--- src/hdl/thst_pkg.sv ---
// thst_pkg: shared constants, hash multipliers, mode codes and types of the tag/slot table
// used by every module of tag_slot_hash_table_unit but thst_ram; depends on nothing
package thst_pkg;

	// table geometry
	localparam int TABLE_SIZE = 1024;
	localparam int IDX_W      = $clog2(TABLE_SIZE);
	localparam int CNT_W      = IDX_W + 1;
	localparam int SLOT_W     = 10;
	localparam int TAG_W      = 31;
	localparam int MODE_W     = 2;
	localparam int HASH_W     = 32;
	localparam int ENTRY_W    = TAG_W + 1;

	// queue between front and back
	localparam int QUEUE_DEPTH = 2;
	localparam int QPTR_W      = $clog2(QUEUE_DEPTH);
	localparam int QCNT_W      = $clog2(QUEUE_DEPTH + 1);

	// multiplicative hash: h = h * a + tag, a = a * step, three rounds from h = 0
	localparam logic [HASH_W-1:0]   HASH_MUL_INIT = 32'd63689;
	localparam logic [HASH_W-1:0]   HASH_MUL_STEP = 32'd378551;
	localparam logic [2*HASH_W-1:0] HASH_PROD_R1  =
		{32'd0, HASH_MUL_INIT} * {32'd0, HASH_MUL_STEP};
	localparam logic [HASH_W-1:0]   HASH_MUL_R1   = HASH_PROD_R1[HASH_W-1:0];
	localparam logic [2*HASH_W-1:0] HASH_PROD_R2  =
		{32'd0, HASH_MUL_R1} * {32'd0, HASH_MUL_STEP};
	localparam logic [HASH_W-1:0]   HASH_MUL_R2   = HASH_PROD_R2[HASH_W-1:0];

	// request modes; the unused code behaves as a lookup
	typedef enum logic [MODE_W-1:0] {
		MODE_OPEN   = 2'd0,
		MODE_CLOSE  = 2'd1,
		MODE_LOOKUP = 2'd2
	} mode_t;

	// hashed request handed from front to back
	typedef struct packed {
		logic [MODE_W-1:0] mode;
		logic [TAG_W-1:0]  tag;
		logic [IDX_W-1:0]  start;
	} item_t;

	// back end sequencer
	typedef enum logic [1:0] {
		BK_CLEAR,
		BK_IDLE,
		BK_PROBE
	} back_state_t;

endpackage

--- src/hdl/thst_front.sv ---
// thst_front: accepts requests and computes the start slot in a two-stage hash pipeline
// depends on thst_pkg
module thst_front import thst_pkg::*; (
	input  logic              clk,
	input  logic              arst_n,
	input  logic              in_valid,
	output logic              in_stall,
	input  logic [MODE_W-1:0] mode,
	input  logic [TAG_W-1:0]  tag,
	input  logic              clearing,
	output logic              push_valid,
	output item_t             push_item,
	input  logic              push_ready
);

	logic              valid_s1, valid_s2;
	logic [MODE_W-1:0] mode_s1;
	logic [TAG_W-1:0]  tag_s1;
	logic [HASH_W-1:0] h1_s1;
	item_t             item_s2;
	logic              adv_s1, adv_s2, take;
	logic [HASH_W-1:0] tag_ext, tag_ext_s1, h1, h2;

	// elastic advance, no intake while the table is being cleared
	assign adv_s2   = !valid_s2 || push_ready;
	assign adv_s1   = !valid_s1 || adv_s2;
	assign take     = in_valid && !clearing;
	assign in_stall = !adv_s1 || clearing;

	// first two rounds, then the third round
	assign tag_ext    = {1'b0, tag};
	assign tag_ext_s1 = {1'b0, tag_s1};
	assign h1         = tag_ext * HASH_MUL_R1 + tag_ext;
	assign h2         = h1_s1 * HASH_MUL_R2 + tag_ext_s1;

	// stage valid bits
	always_ff @(posedge clk or negedge arst_n) begin
		if (!arst_n) begin
			valid_s1 <= 1'b0;
			valid_s2 <= 1'b0;
		end else begin
			if (adv_s1) begin
				valid_s1 <= take;
			end
			if (adv_s2) begin
				valid_s2 <= valid_s1;
			end
		end
	end

	// stage payloads
	always_ff @(posedge clk) begin
		if (adv_s1 && take) begin
			mode_s1 <= mode;
			tag_s1  <= tag;
			h1_s1   <= h1;
		end
		if (adv_s2 && valid_s1) begin
			item_s2.mode  <= mode_s1;
			item_s2.tag   <= tag_s1;
			item_s2.start <= h2[IDX_W-1:0];
		end
	end

	assign push_valid = valid_s2;
	assign push_item  = item_s2;

endmodule

--- config.mk ---
export PLATFORM = sky130hd
export DESIGN_NAME = thst_front
export DESIGN_NICKNAME = d
export VERILOG_FILES = /design/src/hdl/thst_pkg.sv /design/src/hdl/thst_front.sv
export SDC_FILE = /design/constraint.sdc
export NUM_CORES = 1
export LEC_CHECK = 0
export ABC_AREA = 1
export BUFFER_PORTS_ARGS = -buffer_cell sky130_fd_sc_hd__buf_2
export CAP_MARGIN = 20
export CORE_ASPECT_RATIO = 0.9
export CORE_MARGIN = 4
export CORE_UTILIZATION = 40
export DETAILED_ROUTE_END_ITERATION = 8
export PLACE_DENSITY = 0.62
export SYNTH_ARGS = -nofsm -noshare
export SYNTH_HDL_FRONTEND = slang
export SYNTH_SLANG_ARGS = --single-unit
--- constraint.sdc ---
create_clock -name clk -period 5.4 [get_ports clk]
set_input_delay 0.27 -clock clk [delete_from_list [all_inputs] [get_ports clk]]
set_output_delay 0.27 -clock clk [all_outputs]
set_load 0.03 [all_outputs]
After elaboration in Yosys (flattened, before gate mapping)

Index checks and enable logic that the tools add are counted.

Register bits after elaboration: 110
Input port bits: 38
Word-level logic and storage cells: 22

Add/subtract/negate cells: 2
Multipliers: 2
Reductions and logical operators: 10

Operators with widths:

| operator                                                              | count |
|---|---|
| 32-bit by 31-bit adder with 32-bit output                             | 1 |
| 31-bit by 32-bit multiplier with 32-bit output, second input constant | 1 |
| 32-bit by 32-bit multiplier with 10-bit output, second input constant | 1 |
| 10-bit adder                                                          | 1 |
| 1-bit zero test                                                       | 4 |
| 1-bit logical AND                                                     | 3 |
| 1-bit logical OR                                                      | 3 |

Depth between registers and ports, before layout

Depth in word-level cells: 5
Mapped depth: 22

Worst setup path before layout

No wires, ideal clock.

Path kind: input to register
Start: in tag[4]
End: reg h1_s1[9] (data pin)
Setup time: 0.252 ns
Data arrival time: 4.345 ns
Required time: 5.148 ns
Path slack: 0.803 ns
Stages: 18
Buffers on the path: 0
Cell sequence: inv_1 fa_1 inv_1 ha_1 ha_1 inv_1 fa_1 inv_1 ha_1 ha_1 fa_1 fa_1 ha_1 nand2_1 or2_0 and3_2 nand2_1 nand2_1

Word-level cells in the longest chain between the ends: 2

Ends and longest elaborated chain:

| element                                        | line             | source |
|---|---|---|
| start: declaration                             | thst_front.sv:9  | `input logic [TAG_W-1:0] tag,` |
| 31-bit by 32-bit multiplier with 32-bit output | thst_front.sv:33 | `assign h1 = tag_ext * HASH_MUL_R1 + tag_ext;` |
| 32-bit by 31-bit adder with 32-bit output (*)  | thst_front.sv:33 |  |
| via h1[9]                                      | thst_front.sv:22 | `logic [HASH_W-1:0] tag_ext, tag_ext_s1, h1, h2;` |
| end signal: assignment                         | thst_front.sv:56 | `h1_s1 <= h1;` |
| end: declaration                               | thst_front.sv:19 | `logic [HASH_W-1:0] h1_s1;` |

Mark *: on every way through the listed nets, which the timed path passes. The rest lies on a longest branch.
A chain may end at the register's enable or synchronous reset.

Worst setup path after layout

Ends and elaborated chain as after synthesis.

==> impl_metrics.yaml <==
run_status:
  status: "complete, no violations"
worst_setup_path:
  timing.rr.start: "h1_s1[2]"
  r2r_end: "push_item[9]"
  crit_type: "primary input to register"
  start_kind: "primary input"
  arrival_ns: 4.72
  cp-end-kind: "register"
  ff2ff_path_depth: 13
  crit_fanout: 8
  required_ns: 5.49
  reg2reg_slack_ns: 2.25
timing:
  finalSetupViolCount: 0
  rsz0062_at_grt: "false"
  period_share: 0.857
  hold_viol_final: 0
  min_period_ns: 4.63
  setup_tns_ns: 0
  skew_ns: 0.00537
  relSlewSlack: 0.616
  tightest_slew_ns: 0.576
  fmax_mhz: 216
  drv_slew: 0
clocking:
  root_buffer: "clkbuf_16"
  cts_made_buffers: 9
  tritoncts: "built"
  post_cts_buffers: 0
  clock_path_buffers: 2
  insertion_delay_ns: 0.33
  clock_sinks: 86
  htreeDepth: 3
  cts.reportedPaths.clkPinSlew_ns: 0.06
floorplanning:
  fp.dieArea_um2: 14000
  rows: 37
  io_pins: 83
  core_area_um2: 11700
  start_util: 0.416
  fp.dieW_um: 124
  die_h_um: 113
logic_synthesis:
  yosysWarnings: 0
  ys_seq_area_frac: 0.530
  netlist_instances: 387
  syn_nets: 514
  ys_seq_elements: 86
  syn_area_um2: 4860
  syn_avg_cell_area_um2: 12.6
  synthDistinctLibCells: 22
flow_run:
  maxCapViolCount: 0
placement:
  post-place-cells: 626
  dp_hpwl_um: 6810
  port_buffers: 82
  gp_congestion: 0.802
grt:
  grt_pass1_wl_um: 14100
  grt_pass1_vias: 2917
  antenna_found_initial: 0
  grt_max_degree: 43
  grt_overflow: 0
  grt_usage: 0.131
routing:
  drt_pass1_iterations: 4
  wl_per_cell_um: 13.3
  drtIter0Drc: 204
  routed_via_density: 4.44
  drc: 0
  drtAntennaViolNets: 0
  drt-total-wl_um: 8580
  vias: 2856
cells_and_area:
  final_nets: 609
  final_common_cell: "edfxtp_1"
  final_cell_mix: "84 x edfxtp_1, 82 x buf_2, 70 x inv_1"
  drive_above_1_share: 0.232
  instances_no_fill: 643
  n_antenna_cell: 0
  area_growth_pct: 19.6
min_path:
  whs_endpoint: "mode_s1[0]"
  hp-class: "primary input to register"
  worstHoldPathCells: 1
  hp-start: "mode[0]"
pwr:
  total_leakage_power_nw: 2.74
  ir_drop_mv: 0.210
  power_density_nw_per_um2: 496
## cell usage after synthesis
| master | n | area, µm² |
|---|---|---|
| dfrtp_1 | 2 | 50.1 |
| o21ai_0 | 1 | 5.00 |
| inv_2 | 4 | 15.0 |
| nor2_2 | 1 | 6.26 |
| nand2_2 | 6 | 37.5 |
| edfxtp_1 | 84 | 2520 |
| nand4_1 | 2 | 12.5 |
| nand3_2 | 2 | 20.0 |
| and3_2 | 1 | 7.51 |
| xnor2_1 | 10 | 87.6 |
| fa_1 | 24 | 480 |
| a21oi_1 | 12 | 60.1 |
| ha_1 | 65 | 813 |
| buf_4 | 1 | 7.51 |
| nand3b_1 | 1 | 7.51 |
| nand2_1 | 61 | 229 |
| nand3_1 | 14 | 70.1 |
| xor2_1 | 12 | 105 |
| or2_0 | 1 | 6.26 |
| o21ai_1 | 2 | 10.0 |
| nor2_1 | 10 | 37.5 |
| inv_1 | 71 | 267 |
## cell type report
class	count	area [µm²]
Clock buffer	10	229
Clock inverter	6	86.3
Fill cell	1054	5860
Inverter	75	282
Multi-Input combinational cell	225	2010
Sequential cell	86	2570
Tap cell	156	195
Timing Repair Buffer	85	435
## worst max path at each step
stage / from / end / depth (start not counted)
floorplan: tag[4] / h1_s1[9] / 18
global placement: tag[4] / h1_s1[9] / 19
detailed placement: tag[4] / h1_s1[9] / 19
CTS: tag[4] / h1_s1[9] / 19
global route: tag[4] / h1_s1[9] / 19
finish: tag[4] / h1_s1[9] / 19
## cell families after synthesis
logic type,synth area share
XOR/XNOR,0.0397
AND/OR/NAND/NOR,0.0894
flip-flops,0.530
adder cells (fa/ha/maj),0.266
buffers and inverters,0.0595
AO/OA/AOI/OAI,0.0155
## registers in the layout (all words and copies together), names as in the netlist
register / count
valid_s1: 1
push_valid: 1
push_item: 42
mode_s1: 2
h1_s1: 9
tag_s1: 31
## routing by layer
layer | wire (µm) | track usage
met3 | 568 | 0.0343
met2 | 3850 | 0.211
met1 | 4060 | 0.175
met5 | 0 | 0
met4 | 97 | 0.0372
## worst max-delay path, cell delays in order
cell     delay [ns]
buf_2          0.16
inv_1          0.15
fa_1           0.55
inv_1          0.06
ha_1           0.28
ha_1           0.14
inv_1          0.05
fa_1           0.50
inv_1          0.04
ha_1           0.28
ha_1           0.29
fa_1           0.52
fa_1           0.49
ha_1           0.34
nand2_1        0.07
or2_0          0.21
and3_2         0.21
nand2_1        0.06
nand2_1        0.04
## report_power, final
group / switching [W] / internal [W] / leakage [nW]
Sequential: 0.0000288 / 0.000887 / 0.810
Combinational: 0.000765 / 0.000551 / 1.78
Clock: 0.000242 / 0.000404 / 0.154
## what timing repair did
item,CTS,global route
hold endpoints to repair,2,0
hold buffers,1,0
endpoints found under the setup margin,0,0
gates resized for setup,0,0
## per-stage QoR
stage	utilization	setup slack [ns]	cell area, µm²	power, W	hold slack, ns
finish	0.498	0.773	5810	0.00288	0.109
global route	0.498	0.538	5810	0.00315	0.0916
CTS	0.498	0.750	5810	0.00292	0.0972
detailed placement	0.470	0.382	5480	0.00226	0.0604
global placement	0.470	0.506	5480	0.00222	0.0549
floorplan	-	0.803	4860	0.00198	-0.0256
(Power assumes the default switching activity.)
