File: src/hdl/thst_pkg.sv
// thst_pkg: shared constants, hash multipliers, mode codes and types of the tag/slot table
// used by every module of tag_slot_hash_table_unit but thst_ram; depends on nothing
package thst_pkg;

	// table geometry
	localparam int TABLE_SIZE = 1024;
	localparam int IDX_W      = $clog2(TABLE_SIZE);
	localparam int CNT_W      = IDX_W + 1;
	localparam int SLOT_W     = 10;
	localparam int TAG_W      = 31;
	localparam int MODE_W     = 2;
	localparam int HASH_W     = 32;
	localparam int ENTRY_W    = TAG_W + 1;

	// queue between front and back
	localparam int QUEUE_DEPTH = 2;
	localparam int QPTR_W      = $clog2(QUEUE_DEPTH);
	localparam int QCNT_W      = $clog2(QUEUE_DEPTH + 1);

	// multiplicative hash: h = h * a + tag, a = a * step, three rounds from h = 0
	localparam logic [HASH_W-1:0]   HASH_MUL_INIT = 32'd63689;
	localparam logic [HASH_W-1:0]   HASH_MUL_STEP = 32'd378551;
	localparam logic [2*HASH_W-1:0] HASH_PROD_R1  =
		{32'd0, HASH_MUL_INIT} * {32'd0, HASH_MUL_STEP};
	localparam logic [HASH_W-1:0]   HASH_MUL_R1   = HASH_PROD_R1[HASH_W-1:0];
	localparam logic [2*HASH_W-1:0] HASH_PROD_R2  =
		{32'd0, HASH_MUL_R1} * {32'd0, HASH_MUL_STEP};
	localparam logic [HASH_W-1:0]   HASH_MUL_R2   = HASH_PROD_R2[HASH_W-1:0];

	// request modes; the unused code behaves as a lookup
	typedef enum logic [MODE_W-1:0] {
		MODE_OPEN   = 2'd0,
		MODE_CLOSE  = 2'd1,
		MODE_LOOKUP = 2'd2
	} mode_t;

	// hashed request handed from front to back
	typedef struct packed {
		logic [MODE_W-1:0] mode;
		logic [TAG_W-1:0]  tag;
		logic [IDX_W-1:0]  start;
	} item_t;

	// back end sequencer
	typedef enum logic [1:0] {
		BK_CLEAR,
		BK_IDLE,
		BK_PROBE
	} back_state_t;

endpackage

File: src/hdl/thst_queue.sv
// thst_queue: short flop queue of hashed requests between front and back
// depends on thst_pkg
module thst_queue import thst_pkg::*; (
	input  logic  clk,
	input  logic  arst_n,
	input  logic  push_valid,
	input  item_t push_item,
	output logic  push_ready,
	output logic  pop_valid,
	output item_t pop_item,
	input  logic  pop
);

	item_t             entry_q [QUEUE_DEPTH];
	logic [QPTR_W-1:0] wr_ptr_q, rd_ptr_q;
	logic [QCNT_W-1:0] count_q;
	logic              do_push, do_pop;

	assign push_ready = count_q != QCNT_W'(QUEUE_DEPTH);
	assign pop_valid  = count_q != '0;
	assign do_push    = push_valid && push_ready;
	assign do_pop     = pop && pop_valid;
	assign pop_item   = entry_q[rd_ptr_q];

	// pointers and fill count
	always_ff @(posedge clk or negedge arst_n) begin
		if (!arst_n) begin
			wr_ptr_q <= '0;
			rd_ptr_q <= '0;
			count_q  <= '0;
		end else begin
			if (do_push) begin
				wr_ptr_q <= wr_ptr_q + 1'b1;
			end
			if (do_pop) begin
				rd_ptr_q <= rd_ptr_q + 1'b1;
			end
			if (do_push && !do_pop) begin
				count_q <= count_q + 1'b1;
			end else if (do_pop && !do_push) begin
				count_q <= count_q - 1'b1;
			end
		end
	end

	// entry storage
	always_ff @(posedge clk) begin
		if (do_push) begin
			entry_q[wr_ptr_q] <= push_item;
		end
	end

endmodule

File: config.mk
export PLATFORM = sky130hd
export DESIGN_NAME = thst_queue
export DESIGN_NICKNAME = d
export VERILOG_FILES = /design/src/hdl/thst_pkg.sv /design/src/hdl/thst_queue.sv
export SDC_FILE = /design/constraint.sdc
export NUM_CORES = 1
export LEC_CHECK = 0
export BUFFER_PORTS_ARGS = -buffer_cell sky130_fd_sc_hd__buf_2
export CORE_MARGIN = 2
export CORE_UTILIZATION = 33
export CTS_CLUSTER_SIZE = 20
export DETAILED_ROUTE_END_ITERATION = 6
export PLACE_DENSITY = 0.58
export SLEW_MARGIN = 20
export SYNTH_ARGS = -nofsm -noshare
export SYNTH_HDL_FRONTEND = slang
export SYNTH_SLANG_ARGS = --single-unit
export TNS_END_PERCENT = 50
File: constraint.sdc
create_clock -name clk -period 3.45 [get_ports clk]
set_input_delay 0.69 -clock clk [delete_from_list [all_inputs] [get_ports clk]]
set_output_delay 0.69 -clock clk [all_outputs]
set_load 0.02 [all_outputs]
# Word-level counts from Yosys, hierarchy flattened
# Memories as Yosys holds them, arrays and structs flattened.
# Cells that the tools add are included.
# Widths: inputs -> output; s select.
# word_totals
n_memories,1
wordCells,21
ram_bits,86
input_bits,47
rom_bits,0
register_bits,4
latchBits,0
# memory_table
memory,words,width,rd,rd_ports_with_merged_regs,wr,line_no,rtl
entry_q,2,43,1,0,1,thst_queue.sv:14,item_t entry_q [QUEUE_DEPTH];
# op_classes
mux,4
n_shift,0
n_bitwise,0
n_eq_ne,1
multipliers,0
n_div,0
magnitude_cmp,0
add_sub_neg,4
n_reduce_logical,8
# op_table
operator,n
$logic_and 1x1->1,4
$mux 2,2
$reduce_bool 2->1,2
$add 1x1->1 const B,2
$add 2x1->2 const B,1
$logic_not 1->1,2
$mux 1,2
$ne 2x2->1 const B,1
$sub 2x1->2 const B,1

# Longest topological paths before layout
# depth
word_depth,6
mapped_depth,7
mapped_depth_nobuf,7

# Worst setup path before layout
# OpenSTA, ideal clock, no wires.
# synth_path
path_kind,register to register
from,register count_q[0]
to,"memory entry_q[0][0] in the netlist's numbering, enable pin"
path_buffers,0
required_time_ns,3.007
slack_ns,0.399
period_less_slack_ns,3.051
path_stages_with_launch,4
t_arrival_ns,2.608
setup_time_ns,0.443
cell_sequence,dfrtp_1 > nand2b_1 > nand2_1 > nor2_1
# synth_via
elab_chain_cells,4
# synth_rtl
item,line_no,rtl
"start, declared",thst_queue.sv:16,logic [QCNT_W-1:0] count_q;
"start signal, assigned",thst_queue.sv:39,count_q <= count_q + 1'b1;
"start signal, assigned",thst_queue.sv:41,count_q <= count_q - 1'b1;
$ne 2x2->1,thst_queue.sv:19,assign push_ready = count_q != QCNT_W'(QUEUE_DEPTH);
via push_ready,thst_queue.sv:8,"output logic push_ready,"
$logic_and 1x1->1,thst_queue.sv:21,assign do_push = push_valid && push_ready;
$mux 1,thst_queue.sv:48,if (do_push) begin
$mux 1 (not written as such),thst_queue.sv:49,entry_q[wr_ptr_q] <= push_item;
"end, declared",thst_queue.sv:14,
# The timed path passes the listed nets, and every way through them passes these cells.

==> results.sh <==
export IMPL_p_int_mw=2.37
export IMPL_place_hpwl_mm=3.66
export IMPL_cts_buffers=9
export IMPL_timing_rr_start="count_q[0]"
export IMPL_ys_warn_count=0
export IMPL_cpPeakStageDelay_ps=690
export IMPL_cp_data_arrival_time_ps=1880
export IMPL_wl_per_cell_um=14.5
export IMPL_synth_flop_cell="edfxtp_1"
export IMPL_synth_most_common_cell="edfxtp_1"
export IMPL_r2r_slack_ps=1780
export IMPL_cts_buffer_depth=2
export IMPL_ys_top_cells_by_area="edfxtp_1 (74%), mux2_4 (17%), dfrtp_1 (2.9%)"
export IMPL_critPathMaxFanout=30
export IMPL_synth_avg_cell_area_um2=23.0
export IMPL_synthAdderAreaFrac=0.00358
export IMPL_drcViolationCount=0
export IMPL_synth_top_cells_by_count="edfxtp_1 (86), mux2_4 (39), buf_12 (4), dfrtp_1 (4), mux2_2 (4)"
export IMPL_finalCoreUtilization=0.411
export IMPL_drive_gt1_frac=0.598
export IMPL_ctsHoldBuffers=0
export IMPL_cp_slowest_cell="dfrtp_2"
export IMPL_syn_nets=200
export IMPL_yosysTopAreaCell="edfxtp_1"
export IMPL_power_switching_mw=1.19
export IMPL_clock_sinks=90
export IMPL_fin_hold_ws_ps=150
export IMPL_post_cts_buffers=0
export IMPL_p_total_mw=3.56
export IMPL_yosys_cell_types_count=15
export IMPL_final_cell_area_mm2=0.00424
export IMPL_setup_slack_ps=881
export IMPL_ir_drop_mv=0.467
export IMPL_rsz0062_at_grt="no"
export IMPL_hold_viol_final=0
export IMPL_fillers=943
export IMPL_grt_pass1_wl_mm=8.45
export IMPL_yosys_register_bits=90
export IMPL_htreeDepth=3
export IMPL_leakage_nw=1.69
export IMPL_cts_tree="done"
export IMPL_num_antenna_cells=0
export IMPL_boundaryPins=92
export IMPL_io_buffers=91
export IMPL_die_x_um=107
export IMPL_min_period_ps=2570
export IMPL_initial_utilization=0.339
export IMPL_clock_skew_ps=8.98
export IMPL_syn_inst=152
export IMPL_yosysSeqAreaShare=0.767
export IMPL_cp_start_kind="flop"
export IMPL_grt_max_degree=44
export IMPL_synthMuxAreaShare=0.180
export IMPL_cp_end_kind="primary output"
export IMPL_core_area_mm2=0.0103
export IMPL_vias=1671
export IMPL_rows=37
export IMPL_synth_compound_area_frac=0
export IMPL_slew_headroom=0.599
export IMPL_drv_cap=0
export IMPL_place_area_mm2=0.00408
export IMPL_setup_viol=0
export IMPL_area_growth_pct=21.2
export IMPL_yosys_area_share_simple=0.00966
export IMPL_switching_share=0.334
export IMPL_crit_chain="buf_12 > mux2_2 > buf_2"
export IMPL_final_cell_count_no_fill=392
export IMPL_cts_root_buffer="clkbuf_8"
export IMPL_timing_setup_tns_ps=0
export IMPL_synth_xor_area_share=0.0125
export IMPL_dp_cells=377
export IMPL_avgViaCountPerCell=4.26
export IMPL_grt_total_usage=0.101
export IMPL_gp_congestion=0.644
export IMPL_grt_overflow=0
export IMPL_seqPwrFrac=0.453
export IMPL_fmax_ghz=0.389
export IMPL_syn_area_mm2=0.00350
export IMPL_synth_edff_count=86
export IMPL_crit_required_ps=2760
export IMPL_power_frac_comb=0.379
export IMPL_final_max_slew_viol_count=0
export IMPL_async_flop_share=0.0444
export IMPL_antenna_found_initial=0
export IMPL_finalCritPeriodShare=0.745
export IMPL_dieHeight_um=107
export IMPL_finalNetCount=300
export IMPL_synth_top_family_by_area="multiplexers"
export IMPL_totalWireLength_mm=5.69
export IMPL_post_cts_resized=0
export IMPL_post_place_ws_ps=1220
export IMPL_crit_family="flip-flops"
export IMPL_power_density_mw_per_mm2=840
export IMPL_critPathBufInv=2
export IMPL_drtIter0Drc=62
export IMPL_clock_latency_ps=340
export IMPL_hold_path_class="in -> async"
export IMPL_p_clk_frac=0.168
export IMPL_rr_worst_depth=4
export IMPL_firstDrtPassIters=4
export IMPL_grt_pass1_vias=1661
export IMPL_status="finished, final reports clean"
export IMPL_netlist_area_leader_share=0.738
export IMPL_critPathKind="reg -> out"
export IMPL_dieArea_mm2=0.0114
export IMPL_r2r_end="entry_q[0][42]"
export IMPL_clk_pin_slew_ps=80
export IMPL_worstMarginPinSlew_ps=601
export IMPL_ant_nets=0
[cell usage in the layout (no fill, tap or decap)]
cell type and count:
buf_2 91, edfxtp_1 86, mux2_4 39, clkbuf_8 9, mux2_2 4, xnor2_1 3, dfrtp_1 3, nand2_1 2
xor2_1 2, clkbuf_1 2, clkinv_4 2, buf_4 2, nand2b_1 1, inv_1 1, or2_1 1, and3_2 1
nor2_4 1, nor2_1 1, ha_1 1, clkinv_2 1, clkinvlp_4 1, buf_12 1, dfrtp_2 1
[logic make-up after synthesis]
group | after synthesis
XOR/XNOR | 5
adder cells (fa/ha/maj) | 1
buffers and inverters | 6
flip-flops | 90
multiplexers | 43
AND/OR/NAND/NOR | 7
[sequential cells by signal, summed over array words and instances (netlist names)]
name	flops
rd_ptr_q	1
entry_q	86
wr_ptr_q	1
count_q	2
[worst register-to-register path: stages, from the launching register on]
cell      delay [ps]
dfrtp_1          410
nand2b_1         160
nand2_1          130
nor2_4            90
buf_4            500
[final cells by class]
| type | count | area (µm²) | share of cell area |
|---|---|---|---|
| Clock buffer | 11 | 131 | 0.0310 |
| Clock inverter | 4 | 30.0 | 0.00708 |
| Inverter | 1 | 3.75 | 0.000885 |
| Multi-Input combinational cell | 56 | 729 | 0.172 |
| Sequential cell | 90 | 2680 | 0.633 |
| Tap cell | 136 | 170 | 0.0401 |
| Timing Repair Buffer | 94 | 490 | 0.116 |
[worst max-delay path by stage]
stage          cells after the start        from       endpoint  slack, ps
2_1_floorplan                      3  count_q[0]  entry_q[0][0]        400
3_3_place_gp                       3    rd_ptr_q   pop_item[23]       1230
3_5_place_dp                       3    rd_ptr_q   pop_item[27]       1220
4_1_cts                            3    rd_ptr_q   pop_item[27]        830
5_1_grt                            3    rd_ptr_q   pop_item[27]        780
6_report                           3    rd_ptr_q   pop_item[23]        880
[power groups by stage]
| stage | clock (mW) | sequential (mW) | combinational [mW] |
|---|---|---|---|
| 3_5_place_dp | 0 | 1.64 | 1.37 |
| 6_report | 0.600 | 1.61 | 1.35 |
| 4_1_cts | 0.628 | 1.62 | 1.38 |
| 2_1_floorplan | 0 | 1.58 | 1.13 |
| 3_3_place_gp | 0 | 1.63 | 1.37 |
| 5_1_grt | 0.674 | 1.64 | 1.44 |
[metal layers]
layer / GRT usage / up-vias / share of wire
met2: 0.153 / 63 / 0.47
met4: 0.0417 / 0 / 0.014
met5: 0 / - / 0
met3: 0.0340 / 7 / 0.063
met1: 0.132 / 816 / 0.46
li1: - / 785 / -
(Power assumes the default switching activity.)
